===== src/rtl/spq_pkg.sv =====
// Package for the sorted insert priority queue: widths, command and status
// codes, and the control struct broadcast to every cell of the chain.
// No dependencies.
package spq_pkg;

    localparam int CAPACITY_DEF = 16;
    localparam int DATA_W       = 32;
    localparam int COUNT_OUT_W  = 5;

    localparam logic CMD_INSERT = 1'b0;
    localparam logic CMD_DELETE = 1'b1;

    typedef enum logic [1:0] {
        ST_DONE  = 2'd0,
        ST_FULL  = 2'd1,
        ST_EMPTY = 2'd2
    } t_status;

    // Operation broadcast to all cells in the cycle a request is applied.
    typedef struct packed {
        logic                     ins;
        logic                     del;
        logic signed [DATA_W-1:0] value;
    } t_cell_ctl;

endpackage


===== src/rtl/sorted_insert_priority_queue_core.sv =====
// Top level of the sorted insert priority queue: a chain of spq_cell slots,
// the entry count and the result register. Depends on spq_pkg and spq_cell.
//
//  Channel   Direction  Handshake            Payload
//  s_*       in         s_tvalid / s_tready  tuser: command; tdata: value
//  m_*       out        m_tvalid / m_tready  tuser: status;
//                                            tdata: removed_value, entry_count
//
// Cycles: one request per cycle while s_tready is high; each request is applied
// to the whole chain at once, since every cell compares the new value with its own
// entry and takes its data from itself or a neighbor. The result is registered
// and appears in the cycle after acceptance.
// Reset: synchronous; clears every cell's valid bit, the count and the output valid.
// Stalls: s_tready drops only while a result sits in the output register
// and the downstream side does not take it.
module sorted_insert_priority_queue_core
    import spq_pkg::*;
#(
    parameter int CAPACITY = CAPACITY_DEF
) (
    input  logic        i_clk,
    input  logic        i_rst_n,
    input  logic        s_tvalid,
    output logic        s_tready,
    input  logic [31:0] s_tdata,   // [31:0] value
    input  logic        s_tuser,   // [0] command
    output logic        m_tvalid,
    input  logic        m_tready,
    output logic [39:0] m_tdata,   // [31:0] removed_value, [36:32] entry_count, rest zero
    output logic [1:0]  m_tuser    // [1:0] status
);

    localparam int CNT_W = $clog2(CAPACITY + 1);

    logic signed [DATA_W-1:0] w_data  [CAPACITY];
    logic                     w_valid [CAPACITY];
    logic                     w_shift [CAPACITY];

    logic [CNT_W-1:0]       r_count;
    logic [CNT_W-1:0]       n_count;
    logic                   r_out_valid;
    t_status                r_status;
    t_status                n_status;
    logic [DATA_W-1:0]      r_removed;
    logic [DATA_W-1:0]      n_removed;
    logic [COUNT_OUT_W-1:0] r_count_out;

    logic      w_accept;
    logic      w_full;
    logic      w_empty;
    t_cell_ctl w_ctl;

    // The output register frees up in the same cycle it is taken.
    assign s_tready = !r_out_valid || m_tready;
    assign w_accept = s_tvalid && s_tready;

    // Fullness and emptiness come from the count, so freed front slots are
    // always usable: entries stay packed from slot zero.
    assign w_full  = (r_count == CNT_W'(CAPACITY));
    assign w_empty = (r_count == '0);

    assign w_ctl.ins   = w_accept && (s_tuser == CMD_INSERT) && !w_full;
    assign w_ctl.del   = w_accept && (s_tuser == CMD_DELETE) && !w_empty;
    assign w_ctl.value = signed'(s_tdata);

    genvar gi;
    generate
        for (gi = 0; gi < CAPACITY; gi++) begin : g_cell
            logic signed [DATA_W-1:0] w_prev_data;
            logic                     w_prev_valid;
            logic                     w_prev_shift;
            logic signed [DATA_W-1:0] w_next_data;
            logic                     w_next_valid;

            // Slot zero always becomes valid on an insert and has nothing
            // in front of it to shift in.
            if (gi == 0) begin : g_head
                assign w_prev_data  = '0;
                assign w_prev_valid = 1'b1;
                assign w_prev_shift = 1'b0;
            end else begin : g_body
                assign w_prev_data  = w_data[gi-1];
                assign w_prev_valid = w_valid[gi-1];
                assign w_prev_shift = w_shift[gi-1];
            end

            // The last slot empties on a delete.
            if (gi == CAPACITY - 1) begin : g_tail
                assign w_next_data  = '0;
                assign w_next_valid = 1'b0;
            end else begin : g_mid
                assign w_next_data  = w_data[gi+1];
                assign w_next_valid = w_valid[gi+1];
            end

            spq_cell u_cell (
                .i_clk        (i_clk),
                .i_rst_n      (i_rst_n),
                .i_ctl        (w_ctl),
                .i_prev_data  (w_prev_data),
                .i_prev_valid (w_prev_valid),
                .i_prev_shift (w_prev_shift),
                .i_next_data  (w_next_data),
                .i_next_valid (w_next_valid),
                .o_data       (w_data[gi]),
                .o_valid      (w_valid[gi]),
                .o_shift      (w_shift[gi])
            );
        end
    endgenerate

    always_comb begin
        n_count   = r_count;
        n_status  = ST_DONE;
        n_removed = '0;
        if (s_tuser == CMD_INSERT) begin
            if (w_full) begin
                n_status = ST_FULL;
            end else begin
                n_count = r_count + CNT_W'(1);
            end
        end else begin
            if (w_empty) begin
                n_status = ST_EMPTY;
            end else begin
                n_count   = r_count - CNT_W'(1);
                n_removed = unsigned'(w_data[0]);
            end
        end
    end

    always_ff @(posedge i_clk) begin
        if (!i_rst_n) begin
            r_count     <= '0;
            r_out_valid <= 1'b0;
        end else begin
            if (w_accept) begin
                r_count     <= n_count;
                r_out_valid <= 1'b1;
            end else if (m_tready) begin
                r_out_valid <= 1'b0;
            end
        end
    end

    // Result payload; entry_count shows the low bits of the count.
    always_ff @(posedge i_clk) begin
        if (w_accept) begin
            r_status    <= n_status;
            r_removed   <= n_removed;
            r_count_out <= COUNT_OUT_W'(n_count);
        end
    end

    assign m_tvalid = r_out_valid;
    assign m_tuser  = r_status;
    assign m_tdata  = {3'b000, r_count_out, r_removed};

endmodule


===== src/rtl/spq_cell.sv =====
// One slot of the sorted chain: a stored entry and its valid bit.
// Depends on spq_pkg; instantiated by sorted_insert_priority_queue_core.
module spq_cell
    import spq_pkg::*;
(
    input  logic                     i_clk,
    input  logic                     i_rst_n,
    input  t_cell_ctl                i_ctl,
    input  logic signed [DATA_W-1:0] i_prev_data,
    input  logic                     i_prev_valid,
    input  logic                     i_prev_shift,
    input  logic signed [DATA_W-1:0] i_next_data,
    input  logic                     i_next_valid,
    output logic signed [DATA_W-1:0] o_data,
    output logic                     o_valid,
    output logic                     o_shift
);

    logic signed [DATA_W-1:0] r_data;
    logic signed [DATA_W-1:0] n_data;
    logic                     r_valid;
    logic                     n_valid;

    // The entry here moves back (or the slot is free) when the new value
    // does not exceed it, so a new value lands ahead of equal ones.
    assign o_shift = !r_valid || !(i_ctl.value > r_data);

    always_comb begin
        n_data  = r_data;
        n_valid = r_valid;
        if (i_ctl.ins) begin
            if (i_prev_shift) begin
                n_data = i_prev_data;
            end else if (o_shift) begin
                n_data = i_ctl.value;
            end
            n_valid = r_valid | i_prev_valid;
        end else if (i_ctl.del) begin
            n_data  = i_next_data;
            n_valid = i_next_valid;
        end
    end

    always_ff @(posedge i_clk) begin
        r_data <= n_data;
    end

    always_ff @(posedge i_clk) begin
        if (!i_rst_n) begin
            r_valid <= 1'b0;
        end else begin
            r_valid <= n_valid;
        end
    end

    assign o_data  = r_data;
    assign o_valid = r_valid;

endmodule


===== config.mk =====
export PLATFORM = sky130hd
export DESIGN_NAME = sorted_insert_priority_queue_core
export DESIGN_NICKNAME = d
export VERILOG_FILES = /design/src/rtl/spq_pkg.sv /design/src/rtl/sorted_insert_priority_queue_core.sv /design/src/rtl/spq_cell.sv
export SDC_FILE = /design/constraint.sdc
export NUM_CORES = 2
export LEC_CHECK = 0
export BUFFER_PORTS_ARGS = -buffer_cell sky130_fd_sc_hd__buf_2
export CAP_MARGIN = 10
export CORE_MARGIN = 10
export CORE_UTILIZATION = 40
export CTS_CLUSTER_SIZE = 28
export DETAILED_ROUTE_END_ITERATION = 16
export GPL_TIMING_DRIVEN = 0
export PLACE_DENSITY = 0.68
export REMOVE_ABC_BUFFERS = 1
export SLEW_MARGIN = 15
export SYNTH_ARGS = -nofsm -noshare
export SYNTH_HDL_FRONTEND = slang
export SYNTH_SLANG_ARGS = --single-unit

===== constraint.sdc =====
create_clock -name i_clk -period 6.6 [get_ports i_clk]
set_input_delay 1.65 -clock i_clk [delete_from_list [all_inputs] [get_ports i_clk]]
set_output_delay 1.65 -clock i_clk [all_outputs]
set_load 0.01 [all_outputs]

==> impl_results.md <==
* Placer Congestion at about 0.86
* WL final at between 100000 and 150000 um
* Post-Place Setup Slack at ~0.44 ns
* Antenna violations before repair at 5
* GRT Util Overall at 18.64%
* Static Leak at 18.58 nW
* Ports at 81
* Via density at 5.983
* Root buf cell: clkbuf_16
* Peak supply drop at 0.0001786 V
* Largest net degree at the start of global routing at 74
* CTS tree: done
* Min-delay worst type: reg -> reg
* Internal Power at 7.515 mW
* Die H at between 300 and 400 um
* Status: finished, final reports clean
* Clock buffer depth at 3
* First-pass GRT wire length at 171500 um
* Worst Setup Path Type: in -> reg
* Cells after synthesis at between 4000 and 5000
* WL/cell at roughly 20 um
* Starting Density at between 40% and 50%
* Cell row count at ~120
* Number of synthesized flops with an enable pin at 551
* Remaining antenna violation count after routing at 0
* Max-slew violations at 0
* Non-Filler Instances at 5479
* Area delta synth->final at 11.88%
* DR pass1 iterations at 6
* Delay of the slowest critical-path stage at ~0.74 ns
* DP Cell Count at 5358
* F_max at 0.1913 GHz
* Final net count at 4690
* Switching share of power at 30.66%
* Layout Skew at roughly 0.018 ns
* Asr flop ratio synth at 0%
* Post-DP Area at 0.04275 mm^2
* Fin area at 0.04479 mm^2
* Crit-path max FO at 66
* Crit-path leading delay family: compound AO/OA/AOI/OAI gates
* CTS Buf Count at 66
* Final setup fails at 0
* # DRC at 0
* Final period utilization at 79.21%
* # Post-CTS Setup Buffers at 0
* Core box area at 0.09885 mm^2
* Mapped Avg Cell Area at approximately 9.6 um^2
* Relative slew slack at 29.78%
* Die Wd at 336.4 um
* GRT overflow at 0
* Initial DRC count at around 3400
* PwrDens at 242.0 mW/mm^2
* Sw power at 3.323 mW
* PostCTS Resize Cnt at 0
* Vias at 32779
* Ys Warns at 0
* Min Tclk post-route at 5.228 ns
* Clock latency on the worst-skew pair at 0.61 ns
* Die area at 0.1131 mm^2
* Seq/Total Area, Yosys at approximately 42%
* Clock transition at path regs at 0.06 ns
* Port bufs at 77
* Fillers at around 9000
* Netlist cell types at 60
* CTS H-Tree Depth at 3
* Unrepaired setup endpoints after global routing: false
* Critical path endpoint category: flip-flop
* Worst Setup Slack, final at 1.372 ns
* Actual slew at the worst max-slew pin at 1.053 ns
* Max stage delay cell, worst path: mux2_4
* Startpoint Class: input port
* # hold bufs at CTS at 0
* Critical-path cell list: buf_2 > inv_1 > ha_1 > nor2b_1 > o211ai_1 > a2111o_1 > o211ai_1 > a31oi_1 > mux2_4 > a21oi_1 > o21ai_4 > buf_16
* Hold Fails Final Rpt at 0
* Setup tns final at 0 ns
* Data required, critical path at between 6 and 7 ns
* Clock share of power at 32.8%
* CTS sink count at 573
* Post-DP HPWL at 82910 um
* Share of cells above drive strength 1 at about 7.2%
* Cell repeated most along the worst path: o211ai_1
* Ys flop type: edfxtp_1
* CP arrival at 5.53 ns
* Vias in the first global route at 31276
* Seq pwr share at 43.8%
* Combinational power share at 23.4%
* Post-synthesis cell area at approximately 0.040 mm^2
* Seq cells post-synth at 573
* Max cap viols at 0
* CP Buf/Inv Count at 3
cells in the final DEF, fill, tap and decap left out, types with 18 or more instances in the layout:
master and count:
edfxtp_1 551, clkinv_1 18, nand2_1 467, o311ai_0 249, a31oi_1 21, nand4_1 97
buf_16 33, a21oi_1 239, inv_1 538, ha_1 514, dfxtp_1 22, mux2i_1 42
buf_2 77, clkbuf_1 24, o211ai_1 46, nand3_1 479, nor2_1 37, o221ai_1 186
nor2b_1 23, clkbuf_16 71, and3_1 35, buf_6 20, buf_4 44, o21ai_0 125
nor4_1 24, a21o_1 48
cells by family after synthesis:
group | Yosys count | share of synthesized area [%]
fa+ha+maj | 514 | 16.07
simple gates | 1219 | 14.37
buf+inv | 829 | 7.942
mux | 56 | 1.428
compound gates | 983 | 17.67
flops | 573 | 42.43
xor+xnor | 3 | 0.08441
other cells | 1 | 0.009367
registers in the layout, summed over array words and instances, names as in the netlist:
name and count:
g_cell.u_cell.o_data 512, g_cell.u_cell.o_valid 16, m_tuser 2, m_tvalid 1, r_count 5, r_count_out 5
r_removed 32
final cells by class:
| cell class | count | area [um^2] | share of cell area [%] |
|---|---|---|---|
| Timing Repair Buffer | 181 | 1979 | 4.419 |
| Antenna cell | 2 | 5.005 | 0.01117 |
| Clock inverter | 24 | 155.1 | 0.3464 |
| Clock buffer | 95 | 1867 | 4.168 |
| Tap cell | 1287 | 1610 | 3.595 |
| Sequential cell | 573 | 16990 | 37.92 |
| Inverter | 539 | 2024 | 4.520 |
| Multi-Input combinational cell | 2778 | 20160 | 45.01 |
through the flow:
step / utilization (%) / power, mW / hold slack [ns]
2_1_floorplan: - / 6.507 / 0.4682
3_3_place_gp: 41.35 / 7.293 / 0.5189
3_5_place_dp: 43.24 / 7.323 / 0.5368
4_1_cts: 45.29 / 10.87 / 0.5447
5_1_grt: 45.30 / 11.37 / 0.5831
6_report: 45.31 / 10.84 / 0.5425
layer usage:
metal / GRT usage (%) / up-vias / routed length [um]
li1: - / 15737 / -
met1: 25.06 / 15696 / 48510
met2: 30.80 / 1167 / 50750
met3: 2.611 / 171 / 6885
met4: 5.651 / 8 / 2686
met5: 0 / - / 52
Yosys cell counts (3+ instances only):
master    number  area (um^2)
nand2_1      473         1775
o221ai_1     186         1629
a2111o_1      10        112.6
buf_4          3        22.52
a21o_1        48        360.4
a211oi_1       6        45.04
o21ai_0      132        660.6
o311ai_0     249         2181
o211a_1        6        60.06
o21ai_1        3        15.01
inv_1        538         2019
nor2_1        38        142.6
and2_1         8        50.05
a21boi_0       4        30.03
buf_2         25        125.1
o211ai_1      46        345.3
mux2i_1       49        490.5
a21oi_1      242         1211
nor2b_1       23        143.9
and3_1        35        219.0
edfxtp_1     551        16550
nand2b_1      14        87.58
nand3_1      479         2397
buf_1         39        146.4
nand4_1       97        606.8
and4_1         5        43.79
nor3_1        14        70.07
a221oi_1      14        122.6
a31oi_1       22        137.6
ha_1         514         6431
mux2_2         6        67.56
nor4_1        24        150.1
clkbuf_1     218        818.3
dfxtp_1       22        440.4
buf_6          3        33.78
power groups by stage:
stage	clock network [mW]	logic, mW	registers, mW
2_1_floorplan	0	1.71	4.80
4_1_cts	3.61	2.53	4.74
5_1_grt	3.73	2.85	4.79
3_5_place_dp	0	2.51	4.81
6_report	3.56	2.53	4.74
3_3_place_gp	0	2.41	4.88
worst register-to-register path, stage by stage (launching register included):
cell	delay (ns)
dfxtp_1	0.51
inv_1	0.13
ha_1	0.28
and3_1	0.21
nor3_2	0.64
buf_6	0.25
buf_4	0.23
buf_6	0.18
buf_4	0.22
buf_4	0.24
buf_4	0.24
buf_4	0.23
buf_4	0.23
buf_4	0.23
nand3_1	0.09
o311ai_0	0.13
path summary, 6_finish.rpt:
path / startpoint / endpoint / slack, ns / cells after the start
setup / recovery: s_tdata[0] / g_cell[1].u_cell.o_data[14] / 1.37 / 12
hold / removal: r_count[1] / r_count[1] / 0.54 / 2
setup reg to reg: r_count[0] / g_cell[13].u_cell.o_data[24] / 2.35 / 15
hold reg to reg: r_count[1] / r_count[1] / 0.54 / 2
Power figures use the tool's default switching activity.
